**config.mk**
```make
export PLATFORM = sky130hd
export DESIGN_NAME = sha256_stream_hasher_unit
export DESIGN_NICKNAME = d
export VERILOG_FILES = /design/src/rtl/sha_pkg.sv /design/src/rtl/sha256_stream_hasher_unit.sv /design/src/rtl/sha_dp.sv /design/src/rtl/sha_ctrl.sv
export SDC_FILE = /design/constraint.sdc
export NUM_CORES = 2
export LEC_CHECK = 0
export BUFFER_PORTS_ARGS = -buffer_cell sky130_fd_sc_hd__buf_2
export CAP_MARGIN = 10
export CORE_ASPECT_RATIO = 0.7
export CORE_UTILIZATION = 25
export CTS_BUF_LIST = sky130_fd_sc_hd__clkbuf_4
export DETAILED_ROUTE_END_ITERATION = 8
export PLACE_DENSITY = 0.52
export SETUP_SLACK_MARGIN = 0.2
export SYNTH_ARGS = -nofsm -noshare
export SYNTH_HDL_FRONTEND = slang
export SYNTH_SLANG_ARGS = --single-unit
```
**constraint.sdc**
```tcl
create_clock -name clk -period 8.3 [get_ports clk]
set_input_delay 1.245 -clock clk [delete_from_list [all_inputs] [get_ports clk]]
set_output_delay 1.245 -clock clk [all_outputs]
set_load 0.02 [all_outputs]
```
**src/rtl/sha_pkg.sv**
```systemverilog
// sha_pkg: shared types, constants and round functions for the sha-256 stream hasher
// used by sha_ctrl, sha_dp and sha256_stream_hasher_unit
`timescale 1ns / 1ps
package sha_pkg;

  localparam int unsigned BlockWords = 16;
  localparam int unsigned CountWidth = 61;

  typedef enum logic [2:0] {
    ST_IDLE,
    ST_ROUND,
    ST_FOLD,
    ST_PAD,
    ST_EMIT
  } state_t;

  // controller to datapath
  typedef struct packed {
    logic take_byte;   // pack incoming byte
    logic start;       // load working vars from chain
    logic round;       // run one round
    logic fold;        // add working vars into chain
    logic pad_fill;    // write padding into block
    logic pad_len;     // write length words too
    logic zero_block;  // clear block and write length words for second pad block
    logic emit_shift;  // advance digest output
    logic finish;      // restore initial hash, clear count
  } dp_cmd_t;

  // datapath to controller
  typedef struct packed {
    logic       block_full;  // next byte fills the block
    logic       last_round;
    logic       pad_two;     // padding needs two blocks
  } dp_stat_t;

  function automatic logic [31:0] rotr(input logic [31:0] x, input int unsigned n);
    rotr = (x >> n) | (x << (32 - n));
  endfunction

  function automatic logic [31:0] round_k(input logic [5:0] t);
    logic [31:0] k [64];
    k = '{
      32'h428a2f98, 32'h71374491, 32'hb5c0fbcf, 32'he9b5dba5, 32'h3956c25b, 32'h59f111f1,
      32'h923f82a4, 32'hab1c5ed5, 32'hd807aa98, 32'h12835b01, 32'h243185be, 32'h550c7dc3,
      32'h72be5d74, 32'h80deb1fe, 32'h9bdc06a7, 32'hc19bf174, 32'he49b69c1, 32'hefbe4786,
      32'h0fc19dc6, 32'h240ca1cc, 32'h2de92c6f, 32'h4a7484aa, 32'h5cb0a9dc, 32'h76f988da,
      32'h983e5152, 32'ha831c66d, 32'hb00327c8, 32'hbf597fc7, 32'hc6e00bf3, 32'hd5a79147,
      32'h06ca6351, 32'h14292967, 32'h27b70a85, 32'h2e1b2138, 32'h4d2c6dfc, 32'h53380d13,
      32'h650a7354, 32'h766a0abb, 32'h81c2c92e, 32'h92722c85, 32'ha2bfe8a1, 32'ha81a664b,
      32'hc24b8b70, 32'hc76c51a3, 32'hd192e819, 32'hd6990624, 32'hf40e3585, 32'h106aa070,
      32'h19a4c116, 32'h1e376c08, 32'h2748774c, 32'h34b0bcb5, 32'h391c0cb3, 32'h4ed8aa4a,
      32'h5b9cca4f, 32'h682e6ff3, 32'h748f82ee, 32'h78a5636f, 32'h84c87814, 32'h8cc70208,
      32'h90befffa, 32'ha4506ceb, 32'hbef9a3f7, 32'hc67178f2
    };
    round_k = k[t];
  endfunction

  function automatic logic [31:0] initial_hash(input logic [2:0] i);
    logic [31:0] h [8];
    h = '{32'h6a09e667, 32'hbb67ae85, 32'h3c6ef372, 32'ha54ff53a,
          32'h510e527f, 32'h9b05688c, 32'h1f83d9ab, 32'h5be0cd19};
    initial_hash = h[i];
  endfunction

endpackage

```
**src/rtl/sha256_stream_hasher_unit.sv**
```systemverilog
// sha256_stream_hasher_unit: top level, joins sha_ctrl and sha_dp
// depends on sha_pkg, sha_ctrl, sha_dp
//
// channel  direction  handshake              payload
// in       sink       in_valid / in_stall     data_byte, byte_present, end_of_message
// out      source     out_valid / out_stall   digest_word, word_index, last_word
//
// bytes are taken one per cycle while idle; the 64th byte of a block starts 64 rounds and a fold
// end of message adds a pad step and compression of one or two pad blocks, then 8 words
// rounds run one per cycle through a single round unit
// synchronous reset restores the initial hash and clears the count
// input stalls during padding, compression and digest output
`timescale 1ns / 1ps
module sha256_stream_hasher_unit (
  input  logic        clk,
  input  logic        rst,
  input  logic        in_valid,
  output logic        in_stall,
  input  logic [7:0]  data_byte,
  input  logic        byte_present,
  input  logic        end_of_message,
  output logic        out_valid,
  input  logic        out_stall,
  output logic [31:0] digest_word,
  output logic [2:0]  word_index,
  output logic        last_word
);

  sha_pkg::dp_cmd_t  cmd;
  sha_pkg::dp_stat_t stat;

  sha_ctrl u_ctrl (
    .clk, .rst, .in_valid, .in_stall, .byte_present, .end_of_message,
    .out_stall, .out_valid, .word_index, .stat, .cmd
  );

  sha_dp u_dp (
    .clk, .rst, .cmd, .data_byte, .stat, .digest_word
  );

  assign last_word = (word_index == 3'd7);

endmodule

```
**src/rtl/sha_dp.sv**
```systemverilog
// sha_dp: byte packing, block and schedule registers, round logic, chain value, digest output
// depends on sha_pkg
`timescale 1ns / 1ps
module sha_dp (
  input  logic                    clk,
  input  logic                    rst,
  input  sha_pkg::dp_cmd_t        cmd,
  input  logic [7:0]              data_byte,
  output sha_pkg::dp_stat_t       stat,
  output logic [31:0]             digest_word
);

  logic [31:0] blk [16];
  logic [31:0] chain [8];
  logic [31:0] wv [8];
  logic [sha_pkg::CountWidth-1:0] byte_count;
  logic [5:0]  rnd;
  logic [5:0]  pos;
  logic [31:0] w, t1, t2, s0, s1;
  logic [63:0] bits;

  assign pos  = byte_count[5:0];
  assign bits = {byte_count, 3'b000};

  // schedule: window of 16 rolled in place, word t sits at blk[0]
  always_comb begin
    s0 = sha_pkg::rotr(blk[1], 7) ^ sha_pkg::rotr(blk[1], 18) ^ (blk[1] >> 3);
    s1 = sha_pkg::rotr(blk[14], 17) ^ sha_pkg::rotr(blk[14], 19) ^ (blk[14] >> 10);
    w  = blk[0];
    t1 = wv[7] + (sha_pkg::rotr(wv[4], 6) ^ sha_pkg::rotr(wv[4], 11) ^ sha_pkg::rotr(wv[4], 25))
       + ((wv[4] & wv[5]) ^ (~wv[4] & wv[6])) + sha_pkg::round_k(rnd) + w;
    t2 = (sha_pkg::rotr(wv[0], 2) ^ sha_pkg::rotr(wv[0], 13) ^ sha_pkg::rotr(wv[0], 22))
       + ((wv[0] & wv[1]) ^ (wv[0] & wv[2]) ^ (wv[1] & wv[2]));
  end

  assign stat.block_full = (pos == 6'd63);
  assign stat.last_round = (rnd == 6'd63);
  assign stat.pad_two    = (pos >= 6'd56);
  assign digest_word     = chain[0];

  always_ff @(posedge clk) begin
    if (cmd.take_byte) begin
      blk[pos[5:2]] <= (pos[1:0] == 2'd0) ? {data_byte, 24'd0}
                     : (blk[pos[5:2]] | ({24'd0, data_byte} << (8 * (3 - pos[1:0]))));
    end else if (cmd.round) begin
      // roll window; the new word lands at the tail
      for (int i = 0; i < 15; i++) begin
        blk[i] <= blk[i + 1];
      end
      blk[15] <= s1 + blk[9] + s0 + blk[0];
    end else if (cmd.zero_block) begin
      for (int i = 0; i < 14; i++) begin
        blk[i] <= '0;
      end
      blk[14] <= bits[63:32];
      blk[15] <= bits[31:0];
    end else if (cmd.pad_fill) begin
      for (int i = 0; i < 16; i++) begin
        if (i > int'(pos[5:2]) && !(cmd.pad_len && i >= 14)) begin
          blk[i] <= '0;
        end
      end
      blk[pos[5:2]] <= ((pos[1:0] == 2'd0) ? 32'd0 : blk[pos[5:2]])
                     | (32'h80 << (8 * (3 - pos[1:0])));
      if (cmd.pad_len) begin
        blk[14] <= bits[63:32];
        blk[15] <= bits[31:0];
      end
    end
  end

  always_ff @(posedge clk) begin
    if (cmd.start) begin
      for (int i = 0; i < 8; i++) begin
        wv[i] <= chain[i];
      end
    end else if (cmd.round) begin
      wv[0] <= t1 + t2;
      wv[1] <= wv[0];
      wv[2] <= wv[1];
      wv[3] <= wv[2];
      wv[4] <= wv[3] + t1;
      wv[5] <= wv[4];
      wv[6] <= wv[5];
      wv[7] <= wv[6];
    end else if (cmd.fold) begin
      // working vars follow the folded chain, ready for a second pad block
      for (int i = 0; i < 8; i++) begin
        wv[i] <= chain[i] + wv[i];
      end
    end
  end

  always_ff @(posedge clk) begin
    if (rst) begin
      byte_count <= '0;
      rnd        <= '0;
      for (int i = 0; i < 8; i++) begin
        chain[i] <= sha_pkg::initial_hash(3'(i));
      end
    end else begin
      if (cmd.take_byte) begin
        byte_count <= byte_count + 1'b1;
      end
      if (cmd.start) begin
        rnd <= '0;
      end else if (cmd.round) begin
        rnd <= rnd + 1'b1;
      end
      if (cmd.fold) begin
        for (int i = 0; i < 8; i++) begin
          chain[i] <= chain[i] + wv[i];
        end
      end else if (cmd.emit_shift) begin
        for (int i = 0; i < 7; i++) begin
          chain[i] <= chain[i + 1];
        end
        chain[7] <= chain[0];
      end else if (cmd.finish) begin
        for (int i = 0; i < 8; i++) begin
          chain[i] <= sha_pkg::initial_hash(3'(i));
        end
      end
      if (cmd.finish) begin
        byte_count <= '0;
      end
    end
  end

endmodule

```
**src/rtl/sha_ctrl.sv**
```systemverilog
// sha_ctrl: sequencer for byte intake, rounds, padding and digest output
// depends on sha_pkg
`timescale 1ns / 1ps
module sha_ctrl (
  input  logic                clk,
  input  logic                rst,
  input  logic                in_valid,
  output logic                in_stall,
  input  logic                byte_present,
  input  logic                end_of_message,
  input  logic                out_stall,
  output logic                out_valid,
  output logic [2:0]          word_index,
  input  sha_pkg::dp_stat_t   stat,
  output sha_pkg::dp_cmd_t    cmd
);

  sha_pkg::state_t state, state_next;
  logic pending, pending_next;   // padding still to do after this block
  logic second, second_next;     // a second pad block follows
  logic [2:0] widx, widx_next;
  logic take;
  logic was_final;

  assign take       = in_valid && (state == sha_pkg::ST_IDLE);
  assign in_stall   = (state != sha_pkg::ST_IDLE);
  assign out_valid  = (state == sha_pkg::ST_EMIT);
  assign word_index = widx;

  always_ff @(posedge clk) begin
    if (rst) begin
      state   <= sha_pkg::ST_IDLE;
      pending <= 1'b0;
      second  <= 1'b0;
      widx    <= '0;
    end else begin
      state   <= state_next;
      pending <= pending_next;
      second  <= second_next;
      widx    <= widx_next;
    end
  end

  always_comb begin
    state_next   = state;
    pending_next = pending;
    second_next  = second;
    widx_next    = widx;
    cmd          = '0;
    unique case (state)
      sha_pkg::ST_IDLE: begin
        if (take) begin
          cmd.take_byte = byte_present;
          pending_next  = end_of_message;
          if (byte_present && stat.block_full) begin
            cmd.start  = 1'b1;
            state_next = sha_pkg::ST_ROUND;
          end else if (end_of_message) begin
            state_next = sha_pkg::ST_PAD;
          end
        end
      end
      sha_pkg::ST_PAD: begin
        // count is final here, so the pad position is valid
        cmd.pad_fill = 1'b1;
        cmd.pad_len  = !stat.pad_two;
        second_next  = stat.pad_two;
        pending_next = 1'b0;
        cmd.start    = 1'b1;
        state_next   = sha_pkg::ST_ROUND;
      end
      sha_pkg::ST_ROUND: begin
        cmd.round = 1'b1;
        if (stat.last_round) begin
          state_next = sha_pkg::ST_FOLD;
        end
      end
      sha_pkg::ST_FOLD: begin
        cmd.fold = 1'b1;
        priority if (pending) begin
          state_next = sha_pkg::ST_PAD;
        end else if (second) begin
          cmd.zero_block = 1'b1;
          second_next    = 1'b0;
          state_next     = sha_pkg::ST_ROUND;
        end else if (widx == 3'd0 && was_final) begin
          widx_next  = '0;
          state_next = sha_pkg::ST_EMIT;
        end else begin
          state_next = sha_pkg::ST_IDLE;
        end
      end
      sha_pkg::ST_EMIT: begin
        if (!out_stall) begin
          cmd.emit_shift = (widx != 3'd7);
          widx_next      = widx + 1'b1;
          if (widx == 3'd7) begin
            cmd.finish = 1'b1;
            state_next = sha_pkg::ST_IDLE;
          end
        end
      end
      default: state_next = sha_pkg::ST_IDLE;
    endcase
  end

  // marks that the block now compressing ends a message
  always_ff @(posedge clk) begin
    if (rst) begin
      was_final <= 1'b0;
    end else if (state == sha_pkg::ST_PAD) begin
      was_final <= 1'b1;
    end else if (state == sha_pkg::ST_EMIT) begin
      was_final <= 1'b0;
    end
  end

  // zero block also restarts rounds from the folded chain
  // (working vars take the folded chain at the fold edge and the round count has wrapped)

`ifndef SYNTHESIS
  a_no_take_busy: assert property (@(posedge clk) disable iff (rst)
    (state != sha_pkg::ST_IDLE) |-> !cmd.take_byte) else $error("byte taken while busy");
  a_emit_order: assert property (@(posedge clk) disable iff (rst)
    (out_valid && !out_stall && widx != 3'd7) |=> (out_valid && widx == $past(widx) + 3'd1))
    else $error("digest word order broken");
  a_round_only: assert property (@(posedge clk) disable iff (rst)
    cmd.round |-> (state == sha_pkg::ST_ROUND)) else $error("round outside round state");
`endif

endmodule
```
### Word-level counts from Yosys, hierarchy flattened

Memory sizes are Yosys's and may differ from the RTL's. A register that Yosys moved wholly into a read port is not among the register bits.
Cells that the tools add are included.

| word-level totals | value |
|---|---|
| RAM bits | 1024 |
| memories | 4 |
| input bits | 14 |
| output and inout bits | 38 |
| ROM bits | 2048 |
| flip-flop bits (word level) | 76 |
| logic and storage cells | 442 |

Memories:

| memory | depth | bits a word | rd ports | clocked after Yosys merged registers in | write ports | RTL line | source |
|---|---|---|---|---|---|---|---|
| (name not given) | 64 | 32 | 1 | 0 | 0 | sha_pkg.sv:56 | `round_k = k[t];` |
| u_dp.blk | 16 | 32 | 17 | 1 | 16 | sha_dp.sv:13 | `logic [31:0] blk [16];` |
| u_dp.chain | 8 | 32 | 8 | 0 | 8 | sha_dp.sv:14 | `logic [31:0] chain [8];` |
| u_dp.wv | 8 | 32 | 8 | 0 | 8 | sha_dp.sv:15 | `logic [31:0] wv [8];` |

| operators by class | value |
|---|---|
| magnitude comparators | 17 |
| $add $sub $neg | 22 |
| reduce and logical (&&, ||, !) cells | 22 |
| equal/unequal tests | 16 |
| muxes and demuxes | 248 |
| bitwise operators | 104 |
| shift operators | 2 |

Operators by type and width:

| kind | count |
|---|---|
| $mux 32 | 79 |
| $add 32x32->32 | 18 |
| $xor 32x32->32 | 9 |
| $and 32x32->32 | 5 |
| $mux 1 | 144 |
| $or 1x1->1 | 74 |
| $or 32x32->32 | 2 |
| $add 61x1->61 const B | 1 |
| $mux 3 | 13 |
| $gt 4x4->1 const A | 8 |
| $not 32->32 | 1 |
| $or 10x32->32 | 1 |
| $or 13x32->32 | 1 |
| $or 14x32->32 | 1 |
| $or 15x32->32 | 1 |
| $or 19x32->32 | 1 |
| $or 21x32->32 | 1 |
| $or 25x32->32 | 1 |
| $or 26x32->32 | 1 |
| $or 30x32->32 | 1 |
| $or 7x32->32 | 1 |
| $reduce_or 32->1 | 1 |
| $shl 8x32->32 | 1 |
| $shl 8x32->32 const A | 1 |
| other kinds (32) | 64 |

### Longest topological paths before layout

| depth | value |
|---|---|
| depth after elaboration | 13 |
| depth in mapped cells | 40 |
| gate-level depth less buffers | 39 |

### Cells and area by module

Synthesis repeated with hierarchy kept, for this count alone.

| second synthesis, totals | value |
|---|---|
| cells, all modules | 9000 |
| area, all modules | 80808.8 um^2 |

Modules (own cells, without submodules):

| module | cells each | times used | area an instance (um^2) | sequential area each (um^2) |
|---|---|---|---|---|
| sha_dp | 8928 | 1 | 80211.9 | 27686.6 |
| sha_ctrl | 71 | 1 | 590.6 | 180.2 |
| sha256_stream_hasher_unit | 1 | 1 | 6.3 | 0.0 |

### Least setup slack after synthesis

No wires, ideal clock.

| path | value |
|---|---|
| path type | register -> register |
| start | register u_dp.rnd[1] |
| end | memory u_dp.wv[0][31], data pin |
| path buffers | 3 |
| data arrival time | 8.214 ns |
| required time | 8.035 ns |
| stages on the path, launching flop included | 35 |
| path slack | -0.180 ns |
| setup time | 0.265 ns |
| period minus slack after synthesis | 8.480 ns |
| cells stage by stage | dfxtp_1 -> clkbuf_1 -> inv_1 -> ha_1 -> clkbuf_1 -> buf_1 -> o21ai_0 -> o22ai_1 -> o21ai_0 -> fa_1 -> inv_1 -> fa_1 -> inv_1 -> fa_1 -> inv_1 -> ha_1 -> o21a_1 -> o21ai_2 -> nor3_1 -> a2111oi_4 -> a21oi_1 -> o31a_1 -> a2111o_1 -> a31oi_4 -> xnor2_1 -> fa_1 -> ha_1 -> or2_2 -> o32a_1 -> a31oi_1 -> o21ai_0 -> a21o_1 -> a21oi_1 -> xnor2_1 -> o21ai_1 |

RTL lines:

| what | RTL line | source |
|---|---|---|
| start: declaration | sha_dp.sv:17 | `logic [5:0] rnd;` |
| start signal: assignment | sha_dp.sv:108 | `rnd <= rnd + 1'b1;` |
| end: declaration | sha_dp.sv:15 |  |

==> results.toml <==
[outcome]
outcome = "finished with violations"
violations = "setup timing"

[final_layout]
nNetsFinal = 9804
layout-drive-gt1-share_pct = 18.9
fin_util_pct = 29.8
syn2layout_area_growth_pct = 18.3
post-route-cell-area_um2 = 93800

[die]
dieArea_um2 = 320000
core_area_um2 = 315000
die_width_um = 675
ios = 52
rows = 172
die_h_um = 473
floorplan.initialDensity_pct = 25.2

[timing]
grt_setup_unrepaired = "yes"
period_share_pct = 101
finalWorstSetupSlack_ns = -0.0941
slew_violations = 0
fin_tns_setup_ns = -0.383
post-route-min-period_ns = 8.39
fmax_mhz = 119
clock_skew_ns = 0.146
worst_pin_slew_ns = 1.37
slew_headroom_pct = 8.25
setup_viol = 6
finalHoldViolCount = 0

[worst_setup_path]
rr_worst_depth = 38
cp-startpoint = "u_dp.rnd[1]"
crit_type = "reg -> reg"
crit_path_end = "u_dp.wv[0][31]"
critical_path.endpoint_type = "flip-flop"
cp_common_cell = "a21o_1"
worstSetupStartpointType = "flip-flop"
cpPeakStageDelay_ns = 0.62
crit_slowest_cell = "mux4_2"
r2r_setup_slack_ns = -0.09
cp.arrival_ns = 9.45
crit_required_ns = 9.35
r2r_end = "u_dp.wv[0][31]"
crit_fanout = 7
rr_startpoint = "u_dp.rnd[1]"

[synthesis]
yosys.area_share.adder_pct = 11.5
synth_nets = 9357
ys_warn_count = 0
syn-instance-count = 8749
synth_top_family_by_area = "compound AO/OA/AOI/OAI gates"
synth_cell_types = 102
synth.area.mux_share_pct = 5.73
postSynthAreaPerCell_um2 = 9.07
syn_area_um2 = 79300
synth.cells.most_frequent = "nand2_1, a21oi_1, nor2_1, edfxtp_1, dfxtp_1"
ys_top_cells_by_area = "edfxtp_1, dfxtp_1, ha_1"
synthXorXnorAreaFrac_pct = 7.05
ys_ff_latch = 1104
synth_top_cell_by_area = "edfxtp_1"
ys.flop_type = "edfxtp_1"
post-synth-top-area-fraction_pct = 21.8
ys_async_sr_fraction_pct = 0
yosys.cell_count.top_type = "nand2_1"
synth_compound_area_share_pct = 22.9
synth_edf_count = 576
synthSimpleGateAreaFrac_pct = 13.0
synth-seq-area-share_pct = 35.1

[placement]
dpl-instance-area_um2 = 88000
portBuffers = 51
finalWeightedCongestion = 1.02
dpl.hpwl_mm = 294
post-place-ws_ns = -0.739

[drt]
avgRoutedWirePerCell_um = 29.7
drtIter0Drc = 12049
num_vias = 78035
remaining_drc_errors = 0
routed_via_density = 5.72
drt_first_pass_iters = 6
totalWireLength_mm = 405
drtAntennaViolNets = 0

[clock_network]
cts_tree = "built"
cts_made_buffers = 349
numClockSinks = 1104
cts-root-buf = "clkbuf_4"
ctsHtreeMaxLevel = 5
cts_buffer_depth = 4
clock_latency_ns = 1.41
cts_hold_buffers = 0
path_clk_slew_ns = 0.07

[global_route]
grt_pass1_wl_mm = 558
grt.met3_usage_pct = 10.2
grtUsageMet1_pct = 37.2
antenna_found_initial = 19
grt_pass1_vias = 71806
busiest_layer = "met1"
grt.overflow.total = 0
grt_max_degree = 137
use_met2_pct = 29.9
grt_usage_pct = 24.3

[worst_hold_path]
worstHoldStart = "end_of_message"
hold_class = "in -> reg"

[run]
drv_cap = 0
-- cells in the final DEF (no fill, tap or decap), drive strengths merged, types with 22 or more instances in the layout --
cell type,n
a221oi,43
a211oi,105
a21o,197
o21ai,487
o211ai,78
a211o,22
or2,27
clkinv,63
a22oi,268
buf,751
or3,46
edfxtp,576
o22ai,60
nand4,40
nand2b,86
a21oi,909
a31oi,122
fa,195
nor2,717
ha,399
o21bai,56
inv,312
o22a,34
dfxtp,528
clkbuf,546
a311oi,60
nor3,110
a22o,133
xor2,209
and3,74
nand3,111
nand2,1021
and2,25
nor2b,60
mux2i,68
mux4,166
o21a,79
xnor2,430
o31ai,24
-- area by class of cell --
type | count | area (um^2)
antenna | 16 | 40.0
clock buffer | 543 | 4080
clock inverter | 70 | 352
fill | 33131 | 221000
inverter | 309 | 1170
multi-input combinational | 6678 | 49100
sequential | 1104 | 27900
tap | 4176 | 5230
timing repair buffer | 754 | 5990
-- metal layers --
| metal | up-vias | wire length [um] |
|---|---|---|
| met3 | 657 | 62000 |
| met4 | 14 | 12100 |
| met1 | 38825 | 184000 |
| li1 | 32995 | - |
| met2 | 5544 | 146000 |
| met5 | - | 342 |
-- worst max-delay path, delay by kind of cell, from the launching register on --
kind,cells,cell delay (ns)
xor gates and xnor gates,2,0.34
DFF,1,0.37
and+or+nand+nor,2,0.37
AOI/OAI and AO/OA,18,2.71
buffers and inverters,8,0.87
muxes,1,0.62
adders and majority gates,7,2.80
-- stage by stage --
stage          hold WS [ns]  std cells
4_1_cts               0.126      13609
3_5_place_dp          0.455      12982
2_1_floorplan         0.432       8749
6_report              0.225      13650
3_3_place_gp          0.451      12982
5_1_grt               0.177      13644
-- state kept, by name, summed over array words and instances, names as in the netlist, named ones only --
name,flops
u_dp.blk,512
u_dp.chain,256
u_dp.wv,256
u_dp.byte_count,61
u_dp.rnd,6
u_ctrl.state,3
u_ctrl.word_index,3
u_ctrl.pending,1
u_ctrl.second,1
u_ctrl.was_final,1
-- worst min-delay path by stage --
stage,slack [ns],cells past startpoint,end
after floorplan,0.43,2,u_dp.chain[1][36]
after global routing,0.18,3,u_ctrl.pending
after CTS,0.13,3,u_ctrl.pending
after global placement,0.45,2,u_dp.blk[2][25]
final,0.23,3,u_ctrl.pending
after detailed placement,0.46,2,u_dp.chain[1][36]
-- repair_timing --
item | 4_1_cts | 5_1_grt
setup endpoints to repair | 27 | 30
pin swaps | 46 | 58
gates resized for setup | 83 | 146
setup buffers | 14 | 20
endpoints found under the hold margin | 0 | 0
cloned | 0 | 2
-- kinds of logic (layout without fill, tap and decap cells) --
logic type      after synthesis  count (layout)
xor+xnor                    639             639
compound gates             2817            2817
simple gates               2362            2362
fa+ha+maj                   615             615
buf+inv                     967            1676
flops                      1104            1104
mux                         245             245
other cells                   0              16
Power is left out: the tool's default activity adds up to more than one toggle a clock period on the data nets, which glitch-free logic cannot reach.
